<file path="src/rtl/core/wtlf_pkg.sv">
// ----------------------------------------------------------------------------
// wtlf_pkg
// Shared types, register codes and helpers for the word template letter
// filter.
// ----------------------------------------------------------------------------
package wtlf_pkg;

  // Configuration register indexes
  typedef enum logic [2:0] {
    CfgMinLength    = 3'd0,
    CfgMaxLength    = 3'd1,
    CfgOptions      = 3'd2,
    CfgTemplateLow  = 3'd3,
    CfgTemplateHigh = 3'd4,
    CfgBagLow       = 3'd5,
    CfgBagHigh      = 3'd6,
    CfgUnused       = 3'd7
  } cfg_idx_e;

  // Bag test modes, options bits 3:2
  typedef enum logic [1:0] {
    BagExact   = 2'd0,
    BagSubset  = 2'd1,
    BagExclude = 2'd2,
    BagOff     = 2'd3
  } bag_mode_e;

  localparam int unsigned CfgDataW  = 64;
  localparam int unsigned SlotCount = 16;
  localparam int unsigned LenW      = 7;

  localparam logic [7:0] HyphenChar = 8'h2D;
  localparam logic [7:0] StarChar   = 8'h2A;

  localparam logic [LenW-1:0] MinLengthReset = 7'd0;
  localparam logic [LenW-1:0] MaxLengthReset = 7'd127;
  localparam logic [3:0]      OptionsReset   = 4'd12;

  // Input beat
  typedef struct packed {
    logic [7:0] ch;
    logic       last;
    logic       no_char;
  } in_t;

  // Result beat
  typedef struct packed {
    logic            accept;
    logic [LenW-1:0] word_length;
  } out_t;

  // Control shared by every bag cell
  typedef struct packed {
    logic [7:0] ch;
    logic       step;
    logic       reuse;
    logic       clear;
  } bag_ctrl_t;

  // Uppercase one ASCII byte
  function automatic logic [7:0] upcase(input logic [7:0] b);
    logic [7:0] r;
    r = b;
    if (b >= 8'h61 && b <= 8'h7A) begin
      r = b - 8'h20;
    end
    return r;
  endfunction

endpackage

</file>
<file path="src/rtl/core/wtlf_bag_cell.sv">
// ----------------------------------------------------------------------------
// wtlf_bag_cell
// One letter bag slot: compares the character, keeps its used flag and
// hands the found token on to the next slot.
// ----------------------------------------------------------------------------
module wtlf_bag_cell import wtlf_pkg::*; (
  input  logic       clk_i,
  input  logic       rst_ni,
  input  bag_ctrl_t  ctrl_i,
  input  logic [7:0] slot_i,
  input  logic       found_i,
  output logic       found_o,
  output logic       match_o,
  output logic       used_o
);

  logic used_q, used_d;
  logic hit;

  // Claim this slot when no earlier slot took the character
  always_comb begin
    match_o = (slot_i != 8'h00) && (slot_i == ctrl_i.ch);
    hit     = ctrl_i.step && match_o && !found_i && (ctrl_i.reuse || !used_q);
    found_o = found_i | hit;
    used_o  = used_q | (hit & ~ctrl_i.reuse);
    used_d  = ctrl_i.clear ? 1'b0 : used_o;
  end

  // Hold the used flag until the word ends
  always_ff @(posedge clk_i or negedge rst_ni) begin
    if (!rst_ni) begin
      used_q <= 1'b0;
    end else begin
      used_q <= used_d;
    end
  end

endmodule

</file>
<file path="src/rtl/core/wtlf_out_fifo.sv">
// ----------------------------------------------------------------------------
// wtlf_out_fifo
// Two-entry result buffer that parts the input side from the output stall.
// ----------------------------------------------------------------------------
module wtlf_out_fifo import wtlf_pkg::*; (
  input  logic clk_i,
  input  logic rst_ni,
  input  logic push_i,
  input  out_t data_i,
  output logic full_o,
  output logic valid_o,
  input  logic stall_i,
  output out_t data_o
);

  out_t       mem_q [2];
  logic       wr_ptr_q, rd_ptr_q;
  logic [1:0] cnt_q;
  logic       pop;

  assign valid_o = (cnt_q != 2'd0);
  assign full_o  = (cnt_q == 2'd2);
  assign pop     = valid_o && !stall_i;
  assign data_o  = mem_q[rd_ptr_q];

  // Store a result beat
  always_ff @(posedge clk_i) begin
    if (push_i) begin
      mem_q[wr_ptr_q] <= data_i;
    end
  end

  // Advance pointers and level
  always_ff @(posedge clk_i or negedge rst_ni) begin
    if (!rst_ni) begin
      wr_ptr_q <= 1'b0;
      rd_ptr_q <= 1'b0;
      cnt_q    <= 2'd0;
    end else begin
      if (push_i) begin
        wr_ptr_q <= ~wr_ptr_q;
      end
      if (pop) begin
        rd_ptr_q <= ~rd_ptr_q;
      end
      if (push_i && !pop) begin
        cnt_q <= cnt_q + 2'd1;
      end else if (pop && !push_i) begin
        cnt_q <= cnt_q - 2'd1;
      end
    end
  end

endmodule

</file>
<file path="src/rtl/core/word_template_letter_filter_core.sv">
// ----------------------------------------------------------------------------
// word_template_letter_filter_core
// Streams the characters of a word and gives an accept verdict at its end.
//
//   channel | direction | handshake               | payload
//   --------+-----------+-------------------------+----------------------
//   in      | input     | in_valid_i / in_stall_o | in_data_i  (in_t)
//   out     | output    | out_valid_o/ out_stall_i| out_data_o (out_t)
//   cfg     | input     | cfg_we_i                | cfg_idx_i, cfg_wdata_i
//
// One character beat per cycle unless stalled; the whole check of a
// character, including the claim search along the row of bag cells,
// completes in that cycle. The last beat writes the verdict into the
// result buffer. Reset clears the word state and that buffer and loads
// the register defaults. The input stalls only while both entries wait.
// ----------------------------------------------------------------------------
module word_template_letter_filter_core import wtlf_pkg::*; #(
  parameter int unsigned TEMPLATE_CHARS  = 16,
  parameter int unsigned BAG_LETTERS     = 16,
  parameter int unsigned MAX_WORD_LENGTH = 127
) (
  input  logic                clk_i,
  input  logic                rst_ni,
  input  logic                in_valid_i,
  output logic                in_stall_o,
  input  in_t                 in_data_i,
  output logic                out_valid_o,
  input  logic                out_stall_i,
  output out_t                out_data_o,
  input  logic                cfg_we_i,
  input  logic [2:0]          cfg_idx_i,
  input  logic [CfgDataW-1:0] cfg_wdata_i
);

  localparam logic [LenW-1:0] MaxLen   = LenW'(MAX_WORD_LENGTH);
  localparam logic [LenW-1:0] TmplLen  = LenW'(TEMPLATE_CHARS);

  // Configuration registers
  logic [LenW-1:0]     min_len_q, max_len_q;
  logic [3:0]          opt_q;
  logic [CfgDataW-1:0] tmpl_lo_q, tmpl_hi_q, bag_lo_q, bag_hi_q;

  always_ff @(posedge clk_i or negedge rst_ni) begin
    if (!rst_ni) begin
      min_len_q <= MinLengthReset;
      max_len_q <= MaxLengthReset;
      opt_q     <= OptionsReset;
      tmpl_lo_q <= '0;
      tmpl_hi_q <= '0;
      bag_lo_q  <= '0;
      bag_hi_q  <= '0;
    end else if (cfg_we_i) begin
      case (cfg_idx_e'(cfg_idx_i))
        CfgMinLength:    min_len_q <= cfg_wdata_i[LenW-1:0];
        CfgMaxLength:    max_len_q <= cfg_wdata_i[LenW-1:0];
        CfgOptions:      opt_q     <= cfg_wdata_i[3:0];
        CfgTemplateLow:  tmpl_lo_q <= cfg_wdata_i;
        CfgTemplateHigh: tmpl_hi_q <= cfg_wdata_i;
        CfgBagLow:       bag_lo_q  <= cfg_wdata_i;
        CfgBagHigh:      bag_hi_q  <= cfg_wdata_i;
        default: ;
      endcase
    end
  end

  logic      allow_hyphen, reuse;
  bag_mode_e mode;
  assign allow_hyphen = opt_q[0];
  assign reuse        = opt_q[1];
  assign mode         = bag_mode_e'(opt_q[3:2]);

  // Unpack and uppercase template and bag bytes
  logic [7:0]           tmpl [SlotCount];
  logic [7:0]           slot [SlotCount];
  logic [SlotCount-1:0] tmpl_live;
  logic                 bag_active;

  always_comb begin
    logic run;
    run        = 1'b1;
    bag_active = 1'b0;
    for (int k = 0; k < SlotCount; k++) begin
      if (k < 8) begin
        tmpl[k] = upcase(tmpl_lo_q[8*k +: 8]);
        slot[k] = upcase(bag_lo_q[8*k +: 8]);
      end else begin
        tmpl[k] = upcase(tmpl_hi_q[8*(k-8) +: 8]);
        slot[k] = upcase(bag_hi_q[8*(k-8) +: 8]);
      end
      run          = run && (tmpl[k] != 8'h00) && (k < TEMPLATE_CHARS);
      tmpl_live[k] = run;
      if (k < BAG_LETTERS && slot[k] != 8'h00 && slot[k] != StarChar) begin
        bag_active = 1'b1;
      end
    end
  end

  // Word state
  logic [LenW-1:0] cnt_q, cnt_d, cnt_next;
  logic            rejected_q, rejected_d, rej_next;

  logic in_fire, take_char, word_end;
  logic push, fifo_full;
  assign in_stall_o = fifo_full;
  assign in_fire    = in_valid_i && !in_stall_o;
  assign take_char  = in_fire && !in_data_i.no_char;
  assign word_end   = in_fire && in_data_i.last;
  assign push       = word_end;

  // Row of bag cells; the found token runs from slot 0 upwards
  bag_ctrl_t              ctrl;
  logic [BAG_LETTERS:0]   found;
  logic [BAG_LETTERS-1:0] match, used;

  assign ctrl.ch    = in_data_i.ch;
  assign ctrl.step  = take_char && bag_active && (mode == BagExact || mode == BagSubset);
  assign ctrl.reuse = reuse;
  assign ctrl.clear = word_end;
  assign found[0]   = 1'b0;

  for (genvar g = 0; g < BAG_LETTERS; g++) begin : g_cell
    wtlf_bag_cell u_cell (
      .clk_i   (clk_i),
      .rst_ni  (rst_ni),
      .ctrl_i  (ctrl),
      .slot_i  (slot[g]),
      .found_i (found[g]),
      .found_o (found[g+1]),
      .match_o (match[g]),
      .used_o  (used[g])
    );
  end

  // Judge the character and the word
  logic tmpl_fail, hyph_fail, bag_fail, exact_fail, len_ok;
  logic [7:0] tch;
  out_t res;

  always_comb begin
    tch       = tmpl[cnt_q[3:0]];
    hyph_fail = !allow_hyphen && (in_data_i.ch == HyphenChar);
    tmpl_fail = (cnt_q < TmplLen) && tmpl_live[cnt_q[3:0]]
                && (tch != in_data_i.ch) && (tch != StarChar);
    bag_fail  = 1'b0;
    if (bag_active) begin
      if (mode == BagExact || mode == BagSubset) begin
        bag_fail = !found[BAG_LETTERS];
      end else if (mode == BagExclude) begin
        bag_fail = |match;
      end
    end
    rej_next = rejected_q | (take_char & (hyph_fail | tmpl_fail | bag_fail));

    cnt_next = cnt_q;
    if (take_char && cnt_q < MaxLen) begin
      cnt_next = cnt_q + 1'b1;
    end

    exact_fail = 1'b0;
    if (bag_active && mode == BagExact && !reuse) begin
      for (int k = 0; k < BAG_LETTERS; k++) begin
        if (slot[k] != 8'h00 && !used[k]) begin
          exact_fail = 1'b1;
        end
      end
    end
    len_ok = (cnt_next >= min_len_q) && (cnt_next <= max_len_q);

    res.accept      = !rej_next && len_ok && !exact_fail;
    res.word_length = cnt_next;

    cnt_d      = word_end ? '0 : cnt_next;
    rejected_d = word_end ? 1'b0 : rej_next;
  end

  always_ff @(posedge clk_i or negedge rst_ni) begin
    if (!rst_ni) begin
      cnt_q      <= '0;
      rejected_q <= 1'b0;
    end else begin
      cnt_q      <= cnt_d;
      rejected_q <= rejected_d;
    end
  end

  // Buffer verdicts
  wtlf_out_fifo u_fifo (
    .clk_i   (clk_i),
    .rst_ni  (rst_ni),
    .push_i  (push),
    .data_i  (res),
    .full_o  (fifo_full),
    .valid_o (out_valid_o),
    .stall_i (out_stall_i),
    .data_o  (out_data_o)
  );

  // Checks
  a_stall_has_result : assert property (@(posedge clk_i) disable iff (!rst_ni)
    in_stall_o |-> out_valid_o)
    else $error("input stalled with no result waiting");

  a_count_sat : assert property (@(posedge clk_i) disable iff (!rst_ni)
    cnt_q <= MaxLen)
    else $error("character count beyond saturation");

  a_word_clear : assert property (@(posedge clk_i) disable iff (!rst_ni)
    word_end |=> (cnt_q == '0 && !rejected_q))
    else $error("word state not cleared after last beat");

  a_verdict_shown : assert property (@(posedge clk_i) disable iff (!rst_ni)
    (word_end && !out_valid_o) |=> out_valid_o)
    else $error("verdict not presented after last beat");

endmodule

</file>
<file path="config.mk">
export PLATFORM = sky130hd
export DESIGN_NAME = word_template_letter_filter_core
export DESIGN_NICKNAME = d
export VERILOG_FILES = /design/src/rtl/core/wtlf_pkg.sv /design/src/rtl/core/wtlf_bag_cell.sv /design/src/rtl/core/wtlf_out_fifo.sv /design/src/rtl/core/word_template_letter_filter_core.sv
export SDC_FILE = /design/constraint.sdc
export NUM_CORES = 1
export LEC_CHECK = 0
export BUFFER_PORTS_ARGS = -buffer_cell sky130_fd_sc_hd__buf_2
export CAP_MARGIN = 0
export CORE_ASPECT_RATIO = 0.7
export CORE_MARGIN = 10
export CORE_UTILIZATION = 28
export DETAILED_ROUTE_END_ITERATION = 10
export HOLD_SLACK_MARGIN = 0.1
export MAX_ROUTING_LAYER = met4
export PLACE_DENSITY_LB_ADDON = 0.1
export SLEW_MARGIN = 20
export SYNTH_ARGS = -nofsm -noshare
export SYNTH_HDL_FRONTEND = slang
export SYNTH_SLANG_ARGS = --single-unit
</file>
<file path="constraint.sdc">
create_clock -name clk_i -period 4.79 [get_ports clk_i]
set_clock_uncertainty 0.2 [all_clocks]
set_input_delay 1.437 -clock clk_i [delete_from_list [all_inputs] [get_ports clk_i]]
set_output_delay 1.437 -clock clk_i [all_outputs]
set_load 0.02 [all_outputs]
</file>
Yosys cells after proc, flatten, opt, wreduce, memory -nomap -nowiden
Memory sizes are Yosys's and may differ from the RTL's. Cells that the tools add are included.

Memory bits (writable): 16. Memories: 1. Latch bits: 0. Flip-flop bits (word level): 302. Logic and storage cells: 607. Input bits: 82. Output and inout bits: 10. ROM bits: 0.

Memory list: u_fifo.mem_q (depth 2, bits a word 8, read ports 1, clocked after Yosys merged registers in 0, write ports 1, line wtlf_out_fifo.sv:16) `out_t mem_q [2];`.

Multiplexer cells: 96. Div/mod/pow operators: 0. $mul: 0. Add/sub/neg operators: 35. Order comparisons: 70. Shift operators: 0. Eq/ne operators: 44. Bitwise operators: 55. Reduce and logical (&&, ||, !) cells: 278.

Operators by type and width (count): $mux 8 (34); $ge 8x7->1 const B (32); $le 8x7->1 const B (32); $reduce_bool 8->1 (32); $sub 8x6->8 const B (32); $logic_and 1x1->1 (160); $ne 8x6->1 const B (17); $eq 8x8->1 (16); $logic_not 1->1 (57); $mux 1 (56); $or 1x1->1 (34); $bmux 8 s4 (1); $and 1x1->1 (17); $logic_or 1x1->1 (17); $reduce_or 16->1 (1); $mux 7 (2); $reduce_and 2->1 (7); $eq 3x3->1 const B (3); $eq 8x6->1 const B (1); $ne 8x8->1 (1); $add 7x1->7 const B (1); $ge 7x7->1 (1); $le 7x7->1 (1); $lt 7x5->1 const B (1); 16 further kinds (22).

Depth between registers and ports, before layout
Gate-level depths: netlist (run 1).

Word-level depth: 94. Gate-level depth with buffers: 18. Gate-level depth less buffers: 16.

Cells and area by module
A second synthesis (run 1) with hierarchy kept.

Cell total of the unflattened synthesis: 1903. Area total of the unflattened synthesis: 19997.9 µm².

By module, submodules not included: word_template_letter_filter_core (area each 16015.4 µm², instances 1, seq. area each 7068.0 µm², cells each 1510); wtlf_bag_cell (area each 200.2 µm², instances 16, seq. area each 25.0 µm², cells each 22); wtlf_out_fifo (area each 779.5 µm², instances 1, seq. area each 580.6 µm², cells each 41).

Least setup slack after synthesis (run 1)
No wires, ideal clock.

Path kind: input to register. From: input port in_data_i[9] in the netlist's numbering. To: memory u_fifo.mem_q[0][7] in the netlist's numbering (data pin). Required time: 4.435 ns. Stages on the path: 12. Data arrival time: 4.207 ns. Setup slack: 0.229 ns. Path through: buf_6 -> a21boi_1 -> mux2_2 -> or4_1 -> or4_4 -> or3_1 -> mux2i_1 -> and3_1 -> o22ai_1 -> a2111oi_2 -> nand4_1 -> o21ai_1.

RTL lines: from (decl) (line word_template_letter_filter_core.sv:26) `input in_t in_data_i,`; to (decl) (line wtlf_out_fifo.sv:16).

==> run metrics, run 1 <==
run status finished, final reports clean; via count 17.3k; io pins 92; CP Data Arrival Time 4.66 ns; post-synthesis adder-cell area fraction 2.98%; number of synthesized flops with an enable pin 16; YS warnings 0; HP Class reg2reg; DRT iter0 DRCs 1630; WL final 84700 um; Placed Instance Area 22600 um2; top-count cell post-synth dfrtp_1; post-synthesis compound-gate area fraction 14.2%; post-DR vias/cell 5.48; Die X 340 um; Final Hold Viols 0; pre-CTS setup slack -0.173 ns; cell row count 82; mux share of post-synthesis cell area 18.2%; Leak 0.00969 uW; Starting Density 28.2%; Simple-Gate Fraction of Synth Area 15.5%; power share of the combinational group 34.9%; CTS Root Cell clkbuf_16; PortBufs 91; top cells by area, synth dfrtp_1 36%, mux2_2 14%, ha_1 3.0%; Worst slew margin 41.0%; H-tree Lvls 2; clock sink count 318; vias in the first global route 17.0k; WP data required 4.99 ns; Worst-path clk slew 0.06 ns; Sw Ratio 39.1%; crit end category flip-flop; RSZ-0062 raised after global routing no; Clock Path Buffers 3; post-synthesis xor/xnor area fraction 4.96%; TritonRoute pass-1 iters 5; CP Launch Type input port; Synth Register Bits 318; Setup-failing EPs final 0; Pint 6750 uW; Max IR drop VDD 0.000205 V; Seq pwr share 38.2%; syn_nets 2121; asr flop ratio synth 95.0%; die footprint 83200 um2; met2 Use GR 25.8%; WL/cell 26.9 um; Clock power frac 26.9%; Synth Instances 1991; ys flop type dfrtp_1; sequential share of the synthesized area 40.0%; largest net degree at the start of global routing 84; Layout area overhead 18.3%; first-pass GRT wire length 122000 um; Final WS setup 0.325 ns; Max Slew Vio Count 0; DRC violations left 0; fraction of layout cells with a size suffix above 1 27.5%; max capacitance violation total 0; actual slew at the worst max-slew pin 0.878 ns; CTS tree built; gpl congestion 0.923; Cell variety after synth 94; top cell type's share of synthesized area 36.4%; Synth area leader dfrtp_1; hpwl dp 65800 um; fin crit period 4.46 ns; Final Cycle Share 93.2%; Netlist Area Pre-Place 20100 um2; Finished Cell Area 23800 um2; Final Hold Slack 0.293 ns; All-Layer GR Usage 20.4%; Psw 4330 uW; largest family of logic cells by synthesized area multiplexers; initial antenna violation count 9; Clock Latency Late Sink 0.58 ns; CP Class in2reg; grt ovf 0; Post-CTS Hold Fix Bufs 0; met3 usage 6.24%; met1 usage 30.2%; fmax 224 MHz; GR peak layer met1; Power per Cell Area 465 nW/um2; largest fanout on the critical path 5; NumNets Final 2284; Num CTS Buffers 37; antenna-violating nets left 0; Post-Syn Area per Cell 10.1 um2; core area 71400 um2; top cells by count, synth 293 x dfrtp_1, 258 x mux2_2, 127 x nand2_1; die height 244 um
## per-stage QoR
step	utilization [%]	total power (uW)	TNS, ns	instances
2_1_floorplan	-	6420	0	1991
3_3_place_gp	31.6	8000	-0.117	3081
3_5_place_dp	31.6	8040	-0.347	3081
4_1_cts	33.3	11100	0	3148
5_1_grt	33.3	11700	0	3149
6_report	33.3	11100	0	3152
## area by class of cell
cell class,count,area [um2]
Fill cell,7334,47600
Clock inverter,11,178
Multi-Input combinational cell,1456,11200
Clock buffer,56,1050
Inverter,114,428
Timing Repair Buffer,227,1650
Antenna cell,4,10.0
Sequential cell,318,8050
Tap cell,966,1210
## critical path, stage by stage
cell       delay (ns)
buf_2            0.13
a21boi_1         0.13
mux2_2           0.26
or4_1            0.50
or4_4            0.60
or3_1            0.39
mux2i_1          0.14
and3_1           0.18
o22ai_1          0.10
a2111oi_2        0.34
nand4_1          0.20
o21ai_1          0.24
## power groups by stage
stage / combinational, uW / clock (uW) / sequential [uW]
CTS: 3830 / 3070 / 4200
global placement: 3770 / 0 / 4230
floorplan: 2660 / 0 / 3750
global route: 4220 / 3170 / 4310
finish: 3870 / 2990 / 4230
detailed placement: 3800 / 0 / 4240
## repair_timing
action,CTS,global route
setup buffers,0,0
setup endpoints to repair,0,2
gates resized for setup,0,1
## cells in the final DEF, fill, tap and decap left out, types with 15 or more instances in the layout
cell,count
a21oi_1,75
a31oi_1,18
and2_1,16
buf_2,90
buf_4,123
clkbuf_16,37
dfrtp_1,292
edfxtp_1,16
ha_1,48
inv_1,111
mux2_2,258
mux2i_1,18
mux4_2,25
nand2_1,127
nand2b_1,20
nand3_1,50
nand3b_1,17
nand4_1,22
nor2_1,89
nor2b_1,15
nor3_1,63
nor4_1,27
o21ai_0,90
o22ai_1,19
o31ai_1,23
or3_1,31
or4_1,39
xnor2_1,59
xor2_1,53
## flip-flops by register name, summed over array words and instances, names as in the netlist
register and cells:
opt_q 4, tmpl_lo_q 64, min_len_q 7, u_fifo.cnt_q 2
u_fifo.wr_ptr_q 1, u_fifo.mem_q 16, cnt_q 7, max_len_q 7
tmpl_hi_q 64, bag_lo_q 64, g_cell.u_cell.used_q 16, bag_hi_q 64
u_fifo.rd_ptr_q 1, rejected_q 1
## final timing paths
check,slack [ns],depth (start not counted),to,start
max,0.33,12,u_fifo.mem_q[1][7],in_data_i[9]
min,0.29,1,u_fifo.cnt_q[1],u_fifo.cnt_q[1]
max reg2reg,0.34,12,u_fifo.mem_q[1][7],bag_lo_q[26]
min reg2reg,0.29,1,u_fifo.cnt_q[1],u_fifo.cnt_q[1]
max in group asynchronous,2.84,2,tmpl_hi_q[31],rst_ni
min in group asynchronous,0.66,1,bag_lo_q[4],rst_ni
## layer usage
layer,vias up,routed length (um)
li1,7817,-
met1,8670,42600
met2,665,31700
met3,109,7690
met4,0,2630
met5,-,0
## cell families after synthesis
family,count (synthesis)
AO/OA/AOI/OAI,413
AND/OR/NAND/NOR,580
multiplexers,302
buffers and inverters,217
adder cells (fa/ha/maj),48
flip-flops,318
XOR/XNOR,113
No activity file was read; power rests on OpenSTA's default activity.
==> run 2, diff against run 1 <==
Settings changed: PLACE_DENSITY_LB_ADDON 0.1 to not set.
==> run 2 against run 1 <==
  * Sequential power about the same
  * Design area shrank 0.24%
  * Setup slack got worse by 0.26 ns
  * Combinational power fell by 2%
  * Non-clock buffer count down 6
  * Critical path depth up 3
  * Flip-flop and latch count did not move
  * Core utilization down 0.079 points
  * Sequential share of layout area is 0.080 points higher
  * First-iteration DRC count increased by 26%
  * Largest cell class unchanged
==> run metrics, run 2 (synthesis results as in run 1) <==
run status finished, final reports clean (unchanged); Layout area overhead 18.1% (was 18.3%); via count 17.7k (was 17.3k); hpwl dp 60400 um (was 65800 um); DRT iter0 DRCs 2047 (was 1630); fraction of layout cells with a size suffix above 1 27.5% (about the same); crit end category flip-flop (unchanged); Power per Cell Area 458 nW/um2 (was 465 nW/um2); max capacitance violation total 0 (unchanged); CP most frequent cell buf_4; CTS Root Cell clkbuf_16 (unchanged); post-DR vias/cell 5.64 (was 5.48); fmax 212 MHz (was 224 MHz); utilization after layout 33.3% (about the same); Worst path slowest cell nor4bb_1 (was or4_4); Buf/Inv on CP 4 (was 1); Starting Density 28.2% (unchanged); final cell count without fillers 3141 (was 3152); Clock Latency Late Sink 0.56 ns (was 0.58 ns); io pins 92 (unchanged); antenna-violating nets left 0 (unchanged); Layout fillers 7314 (was 7334); All-Layer GR Usage 18.6% (was 20.4%); Worst slew margin 35.6% (was 41.0%); die height 244 um (unchanged); largest net degree at the start of global routing 84 (unchanged); die footprint 83200 um2 (unchanged); Final WS setup 0.0666 ns (was 0.325 ns); Die X 340 um (unchanged); register area 8050 um2 (unchanged); post-CTS setup buffers 0 (unchanged); WL/cell 24.7 um (was 26.9 um); dpl cells 3075 (was 3081); commonest non-fill, non-tap cells in the layout 292 x dfrtp_1, 258 x mux2_2, 127 x nand2_1 (unchanged); cell row count 82 (unchanged); fin crit period 4.72 ns (was 4.46 ns); H-tree Lvls 2 (unchanged); Clock Path Buffers 3 (unchanged); CP Data Arrival Time 4.96 ns (was 4.66 ns); pre-CTS setup slack -0.505 ns (was -0.173 ns); WP data required 5.02 ns (was 4.99 ns); Pwr Total 10900 uW (was 11100 uW); Final Hold Viols 0 (unchanged); actual slew at the worst max-slew pin 0.956 ns (was 0.878 ns); vias in the first global route 17.0k (about the same); NumNets Final 2275 (was 2284); most common cell after layout, fill and taps aside dfrtp_1 (unchanged); clock sink count 318 (unchanged); Setup-failing EPs final 0 (unchanged); CTS tree built (unchanged); Final Cycle Share 98.6% (was 93.2%); Max IR drop VDD 0.000257 V (was 0.000205 V); first-pass GRT wire length 115000 um (was 122000 um); Max Slew Vio Count 0 (unchanged); WL final 77600 um (was 84700 um); grt ovf 0 (unchanged); PortBufs 91 (unchanged); gpl congestion 0.994 (was 0.923); slowest stage delay, CP 0.60 ns (about the same); HP Class reg2reg (unchanged); RSZ-0062 raised after global routing no (unchanged); area of the multi-input gates 11300 um2 (was 11200 um2); Worst-path clk slew 0.07 ns (was 0.06 ns); CP Launch Type input port (unchanged); largest fanout on the critical path 8 (was 5); Post-CTS Resized 0 (unchanged); CP Class in2reg (unchanged); Post-CTS Hold Fix Bufs 0 (unchanged); initial antenna violation count 4 (was 9); core area 71400 um2 (unchanged); Leak 0.00965 uW (was 0.00969 uW); CP top delay family simple AND/OR/NAND/NOR gates (unchanged); critical path cell sequence buf_2, buf_4, xor2_1, nor3_1, nand3_1, nor4bb_1, nand4_1, buf_4, mux2i_1, and3_1, o22ai_1, a2111oi_2, nand4_1, o21ai_2, buf_4 (was buf_2, a21boi_1, mux2_2, or4_1, or4_4, or3_1, mux2i_1, and3_1, o22ai_1, a2111oi_2, nand4_1, o21ai_1); DRC violations left 0 (unchanged); reg-to-reg slack, setup 0.30 ns (was 0.34 ns); TritonRoute pass-1 iters 7 (was 5); Num CTS Buffers 34 (was 37)
## run 2: final timing paths
check                                startpoint                  to  depth (start not counted)
worst max register to register     bag_lo_q[38]  u_fifo.mem_q[1][7]                         15
worst max-delay path               in_data_i[4]  u_fifo.mem_q[1][7]                         15
max in group asynchronous                rst_ni        bag_lo_q[51]                          2
worst min register to register  u_fifo.wr_ptr_q     u_fifo.wr_ptr_q                          1
worst min-delay path            u_fifo.wr_ptr_q     u_fifo.wr_ptr_q                          1
min in group asynchronous                rst_ni         bag_lo_q[0]                          1
## run 2: area by class of cell
class,instances,area share [%]
inverter,114,1.80
sequential,318,33.9
tap,966,5.09
timing repair buffer,221,6.81
antenna,4,0.0421
clock inverter,15,0.964
multi-input combinational,1456,47.4
clock buffer,47,4.00
## run 2: where the power goes
group          total [uW]  internal, uW  switching, uW
Clock                2850          1670           1180
Sequential           4210          3280            930
Combinational        3810          1720           2090
Total               10900          6680           4200
## run 2: worst register-to-register path: stages (launching register included)
cell and delay (ns):
dfrtp_1 0.52, inv_1 0.20, ha_1 0.38, nand3b_1 0.09, a2111oi_0 0.41, buf_4 0.18, nand4_1 0.10, a2111oi_0 0.36
and4_1 0.34, a211oi_1 0.13, a21oi_1 0.33, o22ai_1 0.14, a2111oi_2 0.34, nand4_1 0.20, o21ai_2 0.30, buf_4 0.17
## run 2: per-stage QoR
step | hold WS, ns | TNS (ns) | instance area, um2
3_3_place_gp | 0.273 | -0.867 | 22500
6_report | 0.295 | 0 | 23800
3_5_place_dp | 0.293 | -1.03 | 22500
4_1_cts | 0.302 | 0 | 23700
5_1_grt | 0.329 | 0 | 23800
2_1_floorplan | 0.257 | 0 | 20100
## run 2: per-layer routing
| metal | track usage (%) | vias up | routed length [um] |
|---|---|---|---|
| li1 | - | 7795 | - |
| met1 | 28.0 | 8926 | 37600 |
| met2 | 24.0 | 911 | 29500 |
| met3 | 5.43 | 98 | 8980 |
| met4 | 3.68 | 0 | 1560 |
| met5 | - | - | 0 |
==> run 3, diff against run 2 <==
Settings changed: ABC_AREA set to 1, HOLD_SLACK_MARGIN 0.1 to 0.03.
==> run 3 against run 2 <==
  * Clock power hardly changed
  * Routed wire length is 12% lower
  * Sequential share of layout area is 2.1 points higher
  * Synthesized area is 3.8% lower
  * Setup slack better by 0.46 ns
  * Count of clock-buffer cells in the layout is 3 lower
  * Synthesized cell count is 33% higher
  * Final cell count is 16% higher
  * Sequential power is 7.6% lower
  * Die area is 3.6% lower
  * Global-route usage is 1.3 points lower
  * Largest power group unchanged
  * Highest routed layer unchanged
==> run metrics, run 3 <==
largest family of logic cells by synthesized area simple AND/OR/NAND/NOR gates (was multiplexers); YS warnings 0 (unchanged); Num CTS Buffers 35 (was 34); core area 68300 um2 (was 71400 um2); vias in the first global route 17.0k (about the same); pre-CTS setup slack 0.129 ns (was -0.505 ns); WP data required 4.98 ns (was 5.02 ns); asr flop ratio synth 95.0% (unchanged); post-DR vias/cell 5.01 (was 5.64); top-count cell post-synth nand2_1 (was dfrtp_1); largest net degree at the start of global routing 129 (was 84); Synth Instances 2639 (was 1991); Synth Register Bits 318 (unchanged); antenna cells 0 (was 4); final setup TNS 0 ns (unchanged); TritonRoute pass-1 iters 5 (was 7); post-synthesis xor/xnor area fraction 3.12% (was 4.96%); Post-CTS Hold Fix Bufs 0 (unchanged); Worst-path clk slew 0.06 ns (was 0.07 ns); post-synthesis adder-cell area fraction 3.10% (was 2.98%); HP Class reg2reg (unchanged); fmax 235 MHz (was 212 MHz); fraction of layout cells with a size suffix above 1 11.6% (was 27.5%); sequential share of the synthesized area 41.6% (was 40.0%); top cells by count, synth 640 x nand2_1, 327 x inv_1, 314 x o21ai_0 (was 293 x dfrtp_1, 258 x mux2_2, 127 x nand2_1); die height 240 um (was 244 um); Leak 0.0107 uW (was 0.00965 uW); gpl congestion 0.980 (was 0.994); Clock Latency Late Sink 0.56 ns (about the same); PortBufs 91 (unchanged); ys flop type dfrtp_1 (unchanged); initial antenna violation count 3 (was 4); slowest stage delay, CP 0.69 ns (was 0.60 ns); antenna-violating nets left 0 (unchanged); CP Class reg2reg (was in2reg); WL final 68600 um (was 77600 um); Power per Cell Area 454 nW/um2 (was 458 nW/um2); CP Launch Type flip-flop (was input port); Final Hold Viols 0 (unchanged); top cell type's share of synthesized area 37.9% (was 36.4%); Placed Instance Area 21200 um2 (was 22500 um2); Max IR drop VDD 0.000188 V (was 0.000257 V); worst reg2reg startpoint cnt_q[1] (was bag_lo_q[38]); Synth area leader dfrtp_1 (unchanged); dpl cells 3589 (was 3075); crit end category flip-flop (unchanged); number of synthesized flops with an enable pin 16 (unchanged); Starting Density 28.4% (was 28.2%); actual slew at the worst max-slew pin 1.05 ns (was 0.956 ns); Layout area overhead 15.7% (was 18.1%); CP most frequent cell nand2_1 (was buf_4); Final WS setup 0.527 ns (was 0.0666 ns); CP Data Arrival Time 4.45 ns (was 4.96 ns); commonest non-fill, non-tap cells in the layout 637 x nand2_1, 327 x inv_1, 314 x o21ai_0 (was 292 x dfrtp_1, 258 x mux2_2, 127 x nand2_1); Cell variety after synth 63 (was 94); CTS tree built (unchanged); top cells by area, synth dfrtp_1 38%, nand2_1 12%, o21ai_0 8.1% (was dfrtp_1 36%, mux2_2 14%, ha_1 3.0%); first-pass GRT wire length 105000 um (was 115000 um); Finished Cell Area 22400 um2 (was 23800 um2); max capacitance violation total 0 (unchanged); cell row count 80 (was 82); NumNets Final 2854 (was 2275); CTS Root Cell clkbuf_16 (unchanged); Worst slew margin 29.4% (was 35.6%); Post-Syn Area per Cell 7.33 um2 (was 10.1 um2); RSZ-0062 raised after global routing no (unchanged); syn_nets 2769 (was 2121); largest fanout on the critical path 19 (was 8); Post-CTS Resized 0 (unchanged); Netlist Area Pre-Place 19400 um2 (was 20100 um2); Layout fillers 7354 (was 7314); DRC violations left 0 (unchanged); post-CTS setup buffers 0 (unchanged); clock sink count 318 (unchanged); mux share of post-synthesis cell area 0% (was 18.2%); final cell count without fillers 3650 (was 3141); Max Slew Vio Count 0 (unchanged); die footprint 80200 um2 (was 83200 um2); fin crit period 4.26 ns (was 4.72 ns); run status finished, final reports clean (unchanged); Worst Setup SP cnt_q[1] (was in_data_i[4]); Setup-failing EPs final 0 (unchanged); via count 18.3k (was 17.7k); Clock Path Buffers 3 (unchanged); DRT iter0 DRCs 1971 (was 2047); hpwl dp 52600 um (was 60400 um); Die X 334 um (was 340 um); critical path cell sequence clkinv_1, nor2_2, buf_4, inv_1, o2111ai_1, o211ai_1, nand2_1, xor2_1, nand3_1, nor3_1, o21ai_0, nor3_1, nor2_1, nor2_1, nand2_1, nand2_1, nand3b_1, a21oi_1 (was buf_2, buf_4, xor2_1, nor3_1, nand3_1, nor4bb_1, nand4_1, buf_4, mux2i_1, and3_1, o22ai_1, a2111oi_2, nand4_1, o21ai_2, buf_4); post-synthesis compound-gate area fraction 15.8% (was 14.2%); io pins 92 (unchanged); WL/cell 18.8 um (was 24.7 um); All-Layer GR Usage 17.4% (was 18.6%); most common cell after layout, fill and taps aside nand2_1 (was dfrtp_1); H-tree Lvls 2 (unchanged); Simple-Gate Fraction of Synth Area 27.4% (was 15.5%); Worst path slowest cell dfrtp_1 (was nor4bb_1); HP Start tmpl_lo_q[49] (was u_fifo.wr_ptr_q); Final Cycle Share 89.0% (was 98.6%); grt ovf 0 (unchanged)
-- run 3: cell count changes after synthesis, sizes merged, moves of 23 or more --
cell / before / now
xnor2: 60 / 10
o31ai: 24 / 1
or3: 31 / 0
nand4: 22 / 54
or4: 40 / 0
nor2: 89 / 235
nand3: 50 / 154
mux4: 25 / 0
inv: 112 / 350
mux2: 259 / 0
nand2: 127 / 655
o21ai: 93 / 324
-- run 3: final cells by class --
class | instances | area, um2 | area share (%)
Timing Repair Buffer | 149 | 1050 | 4.71
Clock buffer | 44 | 1000 | 4.48
Clock inverter | 17 | 190 | 0.850
Tap cell | 902 | 1130 | 5.04
Sequential cell | 318 | 8050 | 36.0
Multi-Input combinational cell | 1863 | 9620 | 43.0
Inverter | 357 | 1340 | 5.99
-- run 3: layer usage --
| metal | track usage (%) | up-vias | wire, um |
|---|---|---|---|
| li1 | - | 8851 | - |
| met2 | 23.2 | 679 | 26600 |
| met3 | 3.93 | 71 | 6800 |
| met4 | 3.26 | 0 | 1090 |
| met1 | 26.1 | 8670 | 34100 |
| met5 | - | - | 0 |
-- run 3: critical path, delay by kind of cell (launching register included) --
family | cells | cell delay [ns]
buf+inv | 3 | 0.79
flops | 1 | 0.69
compound gates | 4 | 1.08
simple gates | 10 | 1.16
xor+xnor | 1 | 0.15
-- run 3: cells by family after synthesis --
family | after synthesis
and+or+nand+nor | 1210
AOI/OAI and AO/OA | 536
buffers and inverters | 458
DFF | 318
xor gates and xnor gates | 69
adders and majority gates | 48
-- run 3: final timing paths --
check	to	slack, ns	cells after the start
setup / recovery	u_fifo.mem_q[0][7]	0.53	18
hold / removal	tmpl_lo_q[49]	0.28	2
setup reg to reg	u_fifo.mem_q[0][7]	0.53	18
hold reg to reg	tmpl_lo_q[49]	0.28	2
max in group asynchronous	max_len_q[3]	2.78	2
min in group asynchronous	bag_hi_q[23]	0.70	1
-- run 3: report_power, final --
part | internal [uW] | total [uW] | leakage, uW | switching (uW)
clock network | 1660 | 2880 | 0.000582 | 1220
logic | 1150 | 3380 | 0.00620 | 2230
registers | 3210 | 3890 | 0.00395 | 671
total | 6030 | 10200 | 0.0107 | 4120
-- run 3: through the flow --
stage	power, uW	hold slack [ns]	utilization (%)
2_1_floorplan	5870	0.253	-
3_3_place_gp	7190	0.266	31.0
3_5_place_dp	7200	0.275	31.0
4_1_cts	10100	0.291	32.8
5_1_grt	10800	0.311	32.8
6_report	10200	0.284	32.8
